===== src/rtl/ksc_pkg.sv =====
// ----------------------------------------------------------------------------
// Keyword substitution cipher package
// Shared constants, operation codes and the letter decoder.
// ----------------------------------------------------------------------------
package ksc_pkg;

    localparam int unsigned LETTERS = 26;
    localparam int unsigned IDX_W   = $clog2(LETTERS);

    localparam logic [7:0] UPPER_A = 8'h41;
    localparam logic [7:0] UPPER_Z = 8'h5A;
    localparam logic [7:0] LOWER_A = 8'h61;
    localparam logic [7:0] LOWER_Z = 8'h7A;

    localparam logic [IDX_W-1:0] LAST_IDX = IDX_W'(LETTERS - 1);
    localparam logic [IDX_W-1:0] NUM_LETTERS = IDX_W'(LETTERS);

    // Operation codes carried in the input tuser
    typedef enum logic [1:0] {
        OP_CLEAR = 2'd0,
        OP_KEY   = 2'd1,
        OP_TEXT  = 2'd2
    } t_op;

    typedef struct packed {
        logic             is_letter;
        logic             is_lower;
        logic [IDX_W-1:0] idx;
    } t_letter;

    // Classify a byte: letter flag, case and alphabet index (zero for non-letters)
    function automatic t_letter letter_decode(input logic [7:0] b);
        t_letter res;
        res = '0;
        if (b >= UPPER_A && b <= UPPER_Z) begin
            res.is_letter = 1'b1;
            res.idx       = IDX_W'(b - UPPER_A);
        end else if (b >= LOWER_A && b <= LOWER_Z) begin
            res.is_letter = 1'b1;
            res.is_lower  = 1'b1;
            res.idx       = IDX_W'(b - LOWER_A);
        end
        return res;
    endfunction

endpackage


===== src/rtl/keyword_substitution_cipher.sv =====
// ----------------------------------------------------------------------------
// Keyword substitution cipher
// Builds a cipher alphabet from keyword bytes, completes it with the unused
// letters from Z down to A, and encrypts or decrypts text bytes with it.
// ----------------------------------------------------------------------------
//  Channel   Direction  Payload                               Transfer
//  s_axis    in         tuser: operation, tdata: data_byte    tvalid & tready
//  m_axis    out        tdata: out_byte                       tvalid & tready
//  cfg       in         i_cfg_data: decrypt_mode              valid & ready
//
//  Clear and keyword transactions complete as they are accepted in S_IDLE.
//  A text transaction passes through accept, table read and result load.
//  The first text byte after a clear or reset first finishes the forward and
//  inverse tables, writing each unused letter, Z down to A, through the RAM write ports.
//  Reset is synchronous and clears the alphabet state; the tables need none.
//  A result held by a stalled m_axis keeps the next text byte in its load step.
// ----------------------------------------------------------------------------
module keyword_substitution_cipher
    import ksc_pkg::*;
(
    input  logic       i_clk,
    input  logic       i_rst_n,
    // Input stream
    input  logic       s_axis_tvalid,
    output logic       s_axis_tready,
    input  logic [7:0] s_axis_tdata,   // [7:0] data_byte
    input  logic [1:0] s_axis_tuser,   // [1:0] operation
    // Output stream
    output logic       m_axis_tvalid,
    input  logic       m_axis_tready,
    output logic [7:0] m_axis_tdata,   // [7:0] out_byte
    // Configuration
    input  logic       i_cfg_valid,
    output logic       o_cfg_ready,
    input  logic       i_cfg_data
);

    typedef enum logic [3:0] {
        S_IDLE = 4'b0001,
        S_FILL = 4'b0010,
        S_RD   = 4'b0100,
        S_WB   = 4'b1000
    } t_state;

    t_state               r_state, n_state;
    logic [LETTERS-1:0]   r_used, n_used;
    logic [IDX_W-1:0]     r_count, n_count;
    logic                 r_built, n_built;
    logic [IDX_W-1:0]     r_k, n_k;
    logic [IDX_W-1:0]     r_idx, n_idx;
    logic [7:0]           r_byte, n_byte;
    logic                 r_lower, n_lower;
    logic                 r_letter, n_letter;
    logic                 r_mode;
    logic                 r_out_valid, n_out_valid;
    logic [7:0]           r_out_data, n_out_data;

    logic                 fwd_we, inv_we;
    logic [IDX_W-1:0]     fwd_wdata, inv_waddr;
    logic [IDX_W-1:0]     fwd_rdata, inv_rdata;
    logic [IDX_W-1:0]     sub_idx;
    logic                 in_xact;
    t_letter              in_let;

    assign in_xact       = s_axis_tvalid && s_axis_tready;
    assign in_let        = letter_decode(s_axis_tdata);
    assign s_axis_tready = (r_state == S_IDLE);
    assign o_cfg_ready   = 1'b1;
    assign m_axis_tvalid = r_out_valid;
    assign m_axis_tdata  = r_out_data;
    assign sub_idx       = r_mode ? inv_rdata : fwd_rdata;

    // Cipher alphabet and its inverse
    ksc_ram #(.DEPTH(LETTERS), .WIDTH(IDX_W)) u_fwd_ram (
        .i_clk   (i_clk),
        .i_we    (fwd_we),
        .i_waddr (r_count),
        .i_wdata (fwd_wdata),
        .i_raddr (r_idx),
        .o_rdata (fwd_rdata)
    );

    ksc_ram #(.DEPTH(LETTERS), .WIDTH(IDX_W)) u_inv_ram (
        .i_clk   (i_clk),
        .i_we    (inv_we),
        .i_waddr (inv_waddr),
        .i_wdata (r_count),
        .i_raddr (r_idx),
        .o_rdata (inv_rdata)
    );

    // Sequence keyword placement, table completion and lookup
    always_comb begin
        n_state     = r_state;
        n_used      = r_used;
        n_count     = r_count;
        n_built     = r_built;
        n_k         = r_k;
        n_idx       = r_idx;
        n_byte      = r_byte;
        n_lower     = r_lower;
        n_letter    = r_letter;
        n_out_valid = r_out_valid;
        n_out_data  = r_out_data;
        fwd_we      = 1'b0;
        inv_we      = 1'b0;
        fwd_wdata   = r_k;
        inv_waddr   = r_k;

        // Drop the result once taken
        if (r_out_valid && m_axis_tready) begin
            n_out_valid = 1'b0;
        end

        unique case (r_state)
            S_IDLE: begin
                if (in_xact) begin
                    unique case (s_axis_tuser)
                        OP_CLEAR: begin
                            n_used  = '0;
                            n_count = '0;
                            n_built = 1'b0;
                        end
                        OP_KEY: begin
                            // Append a new letter to the alphabet
                            if (!r_built && in_let.is_letter && !r_used[in_let.idx]) begin
                                fwd_we              = 1'b1;
                                inv_we              = 1'b1;
                                fwd_wdata           = in_let.idx;
                                inv_waddr           = in_let.idx;
                                n_used[in_let.idx]  = 1'b1;
                                n_count             = r_count + 1'b1;
                            end
                        end
                        OP_TEXT: begin
                            n_idx    = in_let.idx;
                            n_byte   = s_axis_tdata;
                            n_lower  = in_let.is_lower;
                            n_letter = in_let.is_letter;
                            n_k      = LAST_IDX;
                            n_state  = r_built ? S_RD : S_FILL;
                        end
                        default: begin
                        end
                    endcase
                end
            end
            S_FILL: begin
                // Visit the letters Z down to A, placing each unused one
                if (!r_used[r_k]) begin
                    fwd_we        = 1'b1;
                    inv_we        = 1'b1;
                    n_used[r_k]   = 1'b1;
                    n_count       = r_count + 1'b1;
                end
                n_k = r_k - 1'b1;
                if (r_k == '0) begin
                    n_built = 1'b1;
                    n_state = S_RD;
                end
            end
            S_RD: begin
                n_state = S_WB;
            end
            S_WB: begin
                // Load the result once the output register is free
                if (!r_out_valid || m_axis_tready) begin
                    n_out_valid = 1'b1;
                    n_out_data  = r_letter
                                ? (r_lower ? LOWER_A : UPPER_A) + {3'b000, sub_idx}
                                : r_byte;
                    n_state     = S_IDLE;
                end
            end
            default: begin
                n_state = S_IDLE;
            end
        endcase
    end

    // Control state
    always_ff @(posedge i_clk) begin
        if (!i_rst_n) begin
            r_state     <= S_IDLE;
            r_used      <= '0;
            r_count     <= '0;
            r_built     <= 1'b0;
            r_mode      <= 1'b0;
            r_out_valid <= 1'b0;
        end else begin
            r_state     <= n_state;
            r_used      <= n_used;
            r_count     <= n_count;
            r_built     <= n_built;
            r_out_valid <= n_out_valid;
            if (i_cfg_valid && o_cfg_ready) begin
                r_mode <= i_cfg_data;
            end
        end
    end

    // Payload
    always_ff @(posedge i_clk) begin
        r_k        <= n_k;
        r_idx      <= n_idx;
        r_byte     <= n_byte;
        r_lower    <= n_lower;
        r_letter   <= n_letter;
        r_out_data <= n_out_data;
    end

`ifndef SYNTHESIS
    // Every placed letter bumps the fill count exactly once
    a_count_matches_used: assert property (@(posedge i_clk) disable iff (!i_rst_n)
        $countones(r_used) == 32'(r_count))
        else $error("letter count out of step with used letters");

    // A completed alphabet holds all letters
    a_built_full: assert property (@(posedge i_clk) disable iff (!i_rst_n)
        r_built |-> (r_count == NUM_LETTERS))
        else $error("table marked complete with missing letters");

    // Completion ends with a full alphabet before the lookup
    a_fill_done: assert property (@(posedge i_clk) disable iff (!i_rst_n)
        (r_state == S_FILL) && (r_k == '0) |=> (r_state == S_RD) && (r_count == NUM_LETTERS))
        else $error("table completion left the alphabet short");

    // A pending result blocks the next load
    a_wb_hold: assert property (@(posedge i_clk) disable iff (!i_rst_n)
        (r_state == S_WB) && r_out_valid && !m_axis_tready |=> (r_state == S_WB))
        else $error("result loaded over a pending output");
`endif

endmodule


===== src/rtl/ksc_ram.sv =====
// ----------------------------------------------------------------------------
// Keyword substitution cipher table RAM
// Simple dual-port RAM: one write port, one read port with registered data.
// ----------------------------------------------------------------------------
module ksc_ram #(
    parameter  int unsigned DEPTH = 26,
    parameter  int unsigned WIDTH = 5,
    localparam int unsigned AW    = $clog2(DEPTH)
) (
    input  logic             i_clk,
    input  logic             i_we,
    input  logic [AW-1:0]    i_waddr,
    input  logic [WIDTH-1:0] i_wdata,
    input  logic [AW-1:0]    i_raddr,
    output logic [WIDTH-1:0] o_rdata
);

    logic [WIDTH-1:0] r_mem [DEPTH];
    logic [WIDTH-1:0] r_rdata;

    // Write port
    always_ff @(posedge i_clk) begin
        if (i_we) begin
            r_mem[i_waddr] <= i_wdata;
        end
    end

    // Read port with registered data
    always_ff @(posedge i_clk) begin
        r_rdata <= r_mem[i_raddr];
    end

    assign o_rdata = r_rdata;

endmodule


===== config.mk =====
export PLATFORM = sky130hd
export DESIGN_NAME = keyword_substitution_cipher
export DESIGN_NICKNAME = d
export VERILOG_FILES = /design/src/rtl/ksc_pkg.sv /design/src/rtl/keyword_substitution_cipher.sv /design/src/rtl/ksc_ram.sv
export SDC_FILE = /design/constraint.sdc
export NUM_CORES = 1
export LEC_CHECK = 0
export ABC_AREA = 1
export BUFFER_PORTS_ARGS = -buffer_cell sky130_fd_sc_hd__buf_2
export CAP_MARGIN = 10
export CELL_PAD_IN_SITES_DETAIL_PLACEMENT = 2
export CELL_PAD_IN_SITES_GLOBAL_PLACEMENT = 2
export CORE_UTILIZATION = 42
export CTS_BUF_LIST = sky130_fd_sc_hd__clkbuf_16
export CTS_CLUSTER_DIAMETER = 40
export CTS_CLUSTER_SIZE = 8
export DETAILED_ROUTE_END_ITERATION = 7
export PLACE_DENSITY = 0.88
export SLEW_MARGIN = 20
export SYNTH_ARGS = -nofsm -noshare
export SYNTH_HDL_FRONTEND = slang
export SYNTH_SLANG_ARGS = --single-unit

===== constraint.sdc =====
create_clock -name i_clk -period 3.7 [get_ports i_clk]
set_input_delay 0.185 -clock i_clk [delete_from_list [all_inputs] [get_ports i_clk]]
set_output_delay 0.185 -clock i_clk [all_outputs]
set_load 0.02 [all_outputs]

==> results.md, run 1 <==
- Detailed placement finished with a half-perimeter wire length of 37700 um.
- The critical path required time is 3990 ps.
- The count of pins over their slew limit was 0.
- The core region is 35700 um^2.
- The setup-violating endpoint count in the final report is 95.
- For this block, the via count after detailed routing is 13800.
- The initialized floorplan defines 69 standard-cell rows.
- Power comes to 10.4 mW.
- Of the total power, registers draw 0.410.
- 27 I/O pins were placed.
- The number of CTS-inserted buffers is 55.
- The first TritonRoute pass finished after 7 iterations.
- The combined area of the multi-input logic cells is 5310 um^2.
- The initial cell density of the core is 0.428.
- The number of different library cells in the post-synthesis netlist is 48.
- STA classifies the critical path startpoint as an input port.
- The tightest hold margin is 25.0 ps.
- The combined flip-flop and latch cell area is 9610 um^2.
- The depth of the worst register-to-register path is 7.
- The die is 193 um wide.
- The number of buffers inserted by port buffering is 25.
- The count of nets left with antenna violations once routing finished came out at 0.
- The cell count after synthesis is 1500.
- The peak clock frequency supported by timing is 0.259 GHz.
- The proportion of synthesized chip area in sequential cells is 0.628.
- The final core area utilization is 0.508.
- The worst min-delay path class is input port to flop.
- The first global-routing pass estimated 102000 um of wire.
- Of the cells placed in the final design, the portion with a size suffix greater than 1 is 0.158.
- The worst reg2reg path endpoint is u_inv_ram.o_rdata[4].
- During synthesis, Yosys emitted a total of 0 warnings.
- The analysis attributes to cell leakage a power of 6.39 nW.
- The tool flagged a number of max-cap violations equal to 0.
- The flow ran to the end, but the final reports show violations.
- The critical path is of the input port to flop type.
- From bottom edge to top edge, the die measures 193 um.
- The maximum fanout encountered on the critical timing path is 11.
- The count of flip-flops with a built-in enable after synthesis is 288.
- The slew of the pin with the lowest slew margin is 1040 ps.
- The number of hold violations in the final report was 0.
- TritonCTS built the clock tree.
- At the worst endpoint, the arrival time is 4160 ps.
- At the later pin of the worst-skew pair, clock insertion delay measures 630 ps.
- The final weighted congestion in routability-driven placement is 0.847.
- After layout, the minimum clock period comes to 3870 ps.
- The number of inserted filler cells in the final layout is 3549.
- The clock tree skew after final layout is 28.4 ps.
- Using the TritonRoute via totals, the vias-per-cell ratio works out to 6.70.
- The wire length after detailed routing is 74200 um.
- The die covers 37200 um^2.
- The fraction of synthesized cell area taken by the top area cell type is 0.565.
- For this design, the sink count on the clock tree is 336.
- The number of DRC markers after the initial detailed-route iteration is 1755.
- The library cell used as clock root buffer is clkbuf_16.
- Each instance of the synthesized netlist takes up on average 10.2 um^2.
- After synthesis, the cell types taking the most area are edfxtp_1 56%, nor2_1 7.3%, o21ai_0 6.5%, dfxtp_1 6.3%, nand2_1 4.6%.
- The final worst-path cycle share is 1.04.
- The remaining global-route overflow is 0.
- The final reports fail on DRC, setup timing.
- The total DRC errors in the routed layout is 4.
- The clock slew seen by the registers of the worst setup and hold paths is 50 ps.
- Tracing the worst setup path back leads to its startpoint at s_axis_tdata[5].
- In the synthesized netlist, the cells that appear most often are 297 x nor2_1, 288 x edfxtp_1, 199 x o21ai_0.
- For this design the total switching power over the nets is 2.98 mW.
- Summing every instance area after synthesis gives 15300 um^2.
- The final net count is 1587.
- The worst register-to-register path begins at r_idx[1].
- The areal power density over the cells is 574 nW/um^2.
- The number of antenna violations at the first check in global routing is 1.
- The via count of the first global-routing pass was 14600.
- The H-tree depth is 2.
- The synthesis-stage register bit count is 336.
- For this run, the leading register cell type out of synthesis is edfxtp_1.
- The worst pin sits at a relative slew slack of 0.307.
- The dominant cell type by area after synthesis is edfxtp_1.
- After detailed routing, the average wire length per cell comes to 36.1 um.
- Internal power comes to 7.45 mW.
- The area growth from synthesis to layout is 18.7%.
- The register-to-register path setup slack is 340 ps.
- The most critical setup path has its endpoint at u_inv_ram.r_mem[4][2].
- Setup repair after global routing could not meet its margin everywhere.
- The worst setup slack after layout is -166 ps.
- The maximum resistive drop on vdd is 0.300 mV.
- Of the total power, the share spent switching nets is 0.286.
- The buffer depth of the longest clock path is 3.
- The proportion of register bits with asynchronous set or reset after synthesis is 0.
- When the netlist entered floorplanning its net count stood at 1528.
- In the global route stage, overall resource usage came out at 0.383.
- The sort of element at the end of the critical path is a flop.
- The combinational group share of total power is 0.095.
- In the post-synthesis netlist, the cell with the most instances is nor2_1.
- The largest net degree at the start of global routing is 131.
- Of the total power, the clock network draws 0.495.
## worst min-delay path by stage
stage                     slack (ps)    endpoint            start  cells past startpoint
after floorplan                  280   r_byte[0]  s_axis_tdata[0]                      0
after global placement           380   r_byte[6]  s_axis_tdata[6]                      1
after detailed placement         380   r_byte[6]  s_axis_tdata[6]                      1
after CTS                         30  r_state[0]  s_axis_tuser[0]                      5
after global routing              70  r_state[0]  s_axis_tuser[0]                      5
final                             30  r_state[0]  s_axis_tuser[0]                      5
## power groups by stage
stage	Combinational [mW]	Sequential, mW	Clock [mW]
after floorplan	0.534	4.31	0
after global placement	0.753	4.34	0
after detailed placement	0.824	4.34	0
after CTS	0.885	4.27	4.95
after global routing	1.03	4.28	5.27
final	0.988	4.28	5.17
## worst max-delay path, stage by stage
cell           delay [ps]
dlygate4sd3_1         560
buf_2                 160
inv_1                  60
nor2_1                110
nand2_1               120
inv_2                 140
nand2_2               100
nand2_4               180
nand2_4               120
nor2_1                220
nand2_1               170
nor2_1                280
nor2_1                130
nand2_1               120
nor2_4                 70
nand3_2               230
nand2_1               180
nand2_2               310
nand3_2               360
nor2_4                320
## repair_timing
action / in CTS / in global routing
buffers inserted: 0 / 3
resized for setup: 0 / 87
endpoints found under the hold margin: 10 / 0
hold buffers: 11 / 0
endpoints found under the setup margin: 0 / 246
## layer usage
metal  track usage  wire length [um]
met5             0                13
met4         0.228              5630
met3        0.0753              6010
met2         0.647             35400
met1         0.451             27100
## kinds of logic after synthesis
kind of cell | share of synthesized area
other cells | 0.000245
fa+ha+maj | 0.00981
buf+inv | 0.0469
compound gates | 0.136
flops | 0.628
xor+xnor | 0.00458
mux | 0.000654
simple gates | 0.174
## layout make-up
cell class / instances / share of cell area
Multi-Input combinational cell: 991 / 0.292
Clock inverter: 34 / 0.0148
Sequential cell: 336 / 0.529
Tap cell: 461 / 0.0317
Clock buffer: 57 / 0.0785
Antenna cell: 2 / 0.000275
Timing Repair Buffer: 80 / 0.0332
Inverter: 95 / 0.0201
## cells in the final DEF, fill, tap and decap left out, types with 7 or more instances in the layout
master         count
nor2_1           251
edfxtp_1         288
nor2_2            20
dlygate4sd3_1     11
a31oi_1           10
ha_1              12
a21oi_1           67
nand3_4            7
o22ai_1           28
inv_1             96
buf_4             41
buf_2             25
dfxtp_1           48
nand2_2           14
o211ai_1          10
nand2_1          185
o221ai_1          37
inv_2             13
nand3_1           49
nor2_4            32
nand3_2            8
nand4_1           16
clkbuf_16         57
o21ai_0          199
## registers in the layout (all words and copies together) (netlist names)
register,flops
u_fwd_ram.r_mem,130
u_inv_ram.r_mem,130
r_used,26
m_axis_tdata,8
r_byte,8
r_count,5
r_idx,5
r_k,5
u_fwd_ram.o_rdata,5
u_inv_ram.o_rdata,5
r_state,4
m_axis_tvalid,1
r_built,1
r_letter,1
r_lower,1
r_mode,1
## per-stage QoR
| stage | setup TNS [ps] | area [um^2] | std cells | worst slack (ps) |
|---|---|---|---|---|
| floorplan | 0 | 15300 | 1500 | 533 |
| global placement | 0 | 16000 | 1949 | 263 |
| detailed placement | -21070 | 16000 | 1949 | -243 |
| CTS | 0 | 17800 | 2051 | 5.44 |
| global route | -11420 | 18200 | 2054 | -175 |
| finish | -7060 | 18200 | 2056 | -166 |
Note: power is estimated with default switching activity, not from simulation.
==> inputs of run 2 (changes only) <==
- HOLD_SLACK_MARGIN: default -> 0.08
==> run 2 against run 1 <==
The run still ends with DRC, setup timing left. Global-route usage hardly changed. Cell area is 0.12% higher. Non-clock buffer count is 2 higher. Clock power is 2% lower. Worst setup slack better by 110 ps. Maximum frequency is 2.9% higher. Sequential share of layout area is 0.065 points lower. Count of clock-buffer cells in the layout stayed put.
==> results.md, run 2 (synthesis gave the netlist of run 1 again) <==
- Status: complete, but fails checks (unchanged).
- Failing checks: DRC, setup timing (unchanged).
- The number of diodes added for antenna fixing is 0 (was 2).
- The total routing resource utilization after global routing is 0.383 (about the same).
- The post-layout instance count excluding filler cells is 2056 (unchanged).
- The half-perimeter wire length after placement was 37700 um (unchanged).
- The clock tree skew after final layout was 39.0 ps (was 28.4 ps).
- The leakage power came to 6.40 nW (was 6.39 nW).
- The total power draw came to 10.3 mW (was 10.4 mW).
- The kind of cell adding the most delay to the critical path is simple AND/OR/NAND/NOR gates (unchanged).
- Leading cell types in the layout, fill and taps excluded: 288 x edfxtp_1, 251 x nor2_1, 199 x o21ai_0 (unchanged).
- The number of hold violations in the final report is 0 (unchanged).
- The buffering stage count on the worst path with inverters included is 3 (was 4).
- The number of buffers inserted by port buffering is 25 (unchanged).
- The buffer depth of the longest clock path is 3 (unchanged).
- The number of vias in the routed layout is 13600 (was 13800).
- The H-tree depth is 2 (unchanged).
- The peak clock frequency supported by timing is 0.266 GHz (was 0.259 GHz).
- The layout cell share with drive strength beyond 1 is 0.158 (about the same).
- The minimum clock period after layout is 3750 ps (was 3870 ps).
- The remaining global-route overflow is 0 (unchanged).
- The initial cell density of the core came to 0.428 (unchanged).
- The critical path's slowest cell is dlygate4sd3_1 (unchanged).
- The areal power density over the cells is 568 nW/um^2 (was 574 nW/um^2).
- The later-pin clock latency in the skew report is 630 ps (about the same).
- The clock tree from TritonCTS is built (unchanged).
- The post-detailed-route wirelength per cell is 34.8 um (was 36.1 um).
- The placeable core region is 35700 um^2 (unchanged).
- The height of the chip is 193 um (unchanged).
- The global-route wire length before repair is 102000 um (about the same).
- The synthesis-to-layout area growth came to 18.8% (was 18.7%).
- The final core area utilization is 0.509 (was 0.508).
- The setup-violating endpoint count in the final report is 48 (was 95).
- The total DRC errors in the routed layout is 2 (was 4).
- The number of I/O pins is 27 (unchanged).
- The relative max-transition margin is 0.276 (was 0.307).
- The worst setup slack after layout was -54.9 ps (was -166 ps).
- The maximum fanout encountered on the critical timing path is 8 (was 11).
- The maximum resistive drop on vdd is 0.299 mV (was 0.300 mV).
- The longest individual stage delay on the worst path was 550 ps (was 560 ps).
- The number of antenna violations at the first check in global routing is 1 (unchanged).
- The critical path required time came to 3980 ps (was 3990 ps).
- The count of pins over their slew limit is 0 (unchanged).
- The combined flip-flop and latch cell area came to 9610 um^2 (unchanged).
- The number of DRC markers after the initial detailed-route iteration was 1424 (was 1755).
- The die outline area is 37200 um^2 (unchanged).
- The worst min-delay path class is input port to flop (unchanged).
- The combined area of the multi-input logic cells is 5320 um^2 (was 5310 um^2).
- The number of routed nets with antenna violations came to 0 (unchanged).
- The detailed-routing iteration count for the pre-antenna-repair pass was 7 (unchanged).
- The clock slew seen by the registers of the worst setup and hold paths is 60 ps (was 50 ps).
- Largest registers in the final layout: u_fwd_ram.r_mem: 130 flops, u_inv_ram.r_mem: 130 flops, r_used: 26 flops (unchanged).
- The leading cell type in the layout, fill and taps excluded is edfxtp_1 (unchanged).
- The horizontal die dimension is 193 um (unchanged).
- The final worst-path cycle share is 1.01 (was 1.04).
- The sort of element at the end of the critical path is a flop (unchanged).
- The number of inserted filler cells in the final layout is 3549 (unchanged).
- The final net count is 1589 (was 1587).
- The cell total after placement is 1949 (unchanged).
- The wire length after detailed routing is 71500 um (was 74200 um).
- The final weighted congestion in routability-driven placement is 0.847 (unchanged).
- The number of rows created at floorplan is 69 (unchanged).
- The number of violations of the max-capacitance limit came to 0 (unchanged).
- The library cell used as clock root buffer is clkbuf_16 (unchanged).
- The slew of the pin with the lowest slew margin is 1080 ps (was 1040 ps).
- The cell that appears most often on the critical path is nand2_1.
- The kind of launch point of the worst setup path is an input port (unchanged).
- The worst setup slack before clock tree synthesis is -243 ps (unchanged).
- The number of clock sinks is 336 (unchanged).
- The number of CTS-inserted buffers was 55 (unchanged).
- Cells along the critical path: dlygate4sd3_1 > buf_2 > nor2_1 > nand3_1 > nand2_4 > nand2_1 > nand2_1 > nand2_1 > nand2_1 > nand2_1 > nand2_1 > nand2_1 > nor2_4 > buf_4 > nand4_1 > nand2_1 > nand3_2 > nor2_4 (was dlygate4sd3_1 > buf_2 > inv_1 > nor2_1 > nand2_1 > inv_2 > nand2_2 > nand2_4 > nand2_4 > nor2_1 > nand2_1 > nor2_1 > nor2_1 > nand2_1 > nor2_4 > nand3_2 > nand2_1 > nand2_2 > nand3_2 > nor2_4).
- The vias per cell is 6.63 (was 6.70).
- The startpoint-to-endpoint class of the critical path is input port to flop (unchanged).
- The data arrival at the endpoint of the critical path is 4030 ps (was 4160 ps).
- The via count of the first global-routing pass came to 14600 (about the same).
- The largest net degree at the start of global routing is 131 (unchanged).
## run 2: cell types whose count changed in the layout (fill, tap and decap cells not counted)
cell           previous run  this run
diode_2                   2         0
dlygate4sd3_1            11        13
nand3_2                   8         7
nand3_4                   7         8
## run 2: worst paths after layout
| kind | slack [ps] | endpoint | cells past startpoint | start |
|---|---|---|---|---|
| min | 70 | r_built | 5 | s_axis_tuser[1] |
| max reg2reg | 360 | u_fwd_ram.o_rdata[2] | 8 | r_idx[1] |
| max | -50 | u_inv_ram.r_mem[1][1] | 18 | s_axis_tdata[5] |
| min reg2reg | 570 | r_state[3] | 2 | r_state[2] |
## run 2: per-stage QoR
stage	hold slack, ps	instance area (um^2)	TNS (ps)
after CTS	88.4	17800	0
after detailed placement	382	16000	-21070
after floorplan	284	15300	0
after global placement	381	16000	0
after global routing	129	18200	-5760
final	72.5	18200	-1150
## run 2: report_power, final
group	switching, mW	leakage (nW)	internal (mW)
registers	0.0988	2.94	4.18
logic	0.731	2.58	0.247
clock network	2.05	0.884	3.03
## run 2: worst reg2reg max path, cell delays in order (launching register included)
cell and delay, ps:
edfxtp_1 450, inv_1 820, buf_4 480, o21ai_0 290, o22ai_1 240, nor2_1 90
o21ai_0 500, nor2_1 150, a31oi_1 230
## run 2: metal layers
layer	global-route usage	wire (um)
met5	0	13
met3	0.0758	5360
met4	0.225	4900
met2	0.648	35000
met1	0.451	26200
## run 2: area by class of cell
| class | instances | share of cell area |
|---|---|---|
| sequential | 336 | 0.528 |
| multi-input combinational | 991 | 0.293 |
| clock buffer | 57 | 0.0784 |
| timing repair buffer | 82 | 0.0343 |
| tap | 461 | 0.0317 |
| inverter | 95 | 0.0201 |
| clock inverter | 34 | 0.0148 |
## run 2: timing repair
item / in CTS / in global routing
endpoints found under the hold margin: 13 / 0
gates resized for setup: 0 / 88
setup buffers: 0 / 3
hold buffers: 13 / 0
setup endpoints to repair: 0 / 255
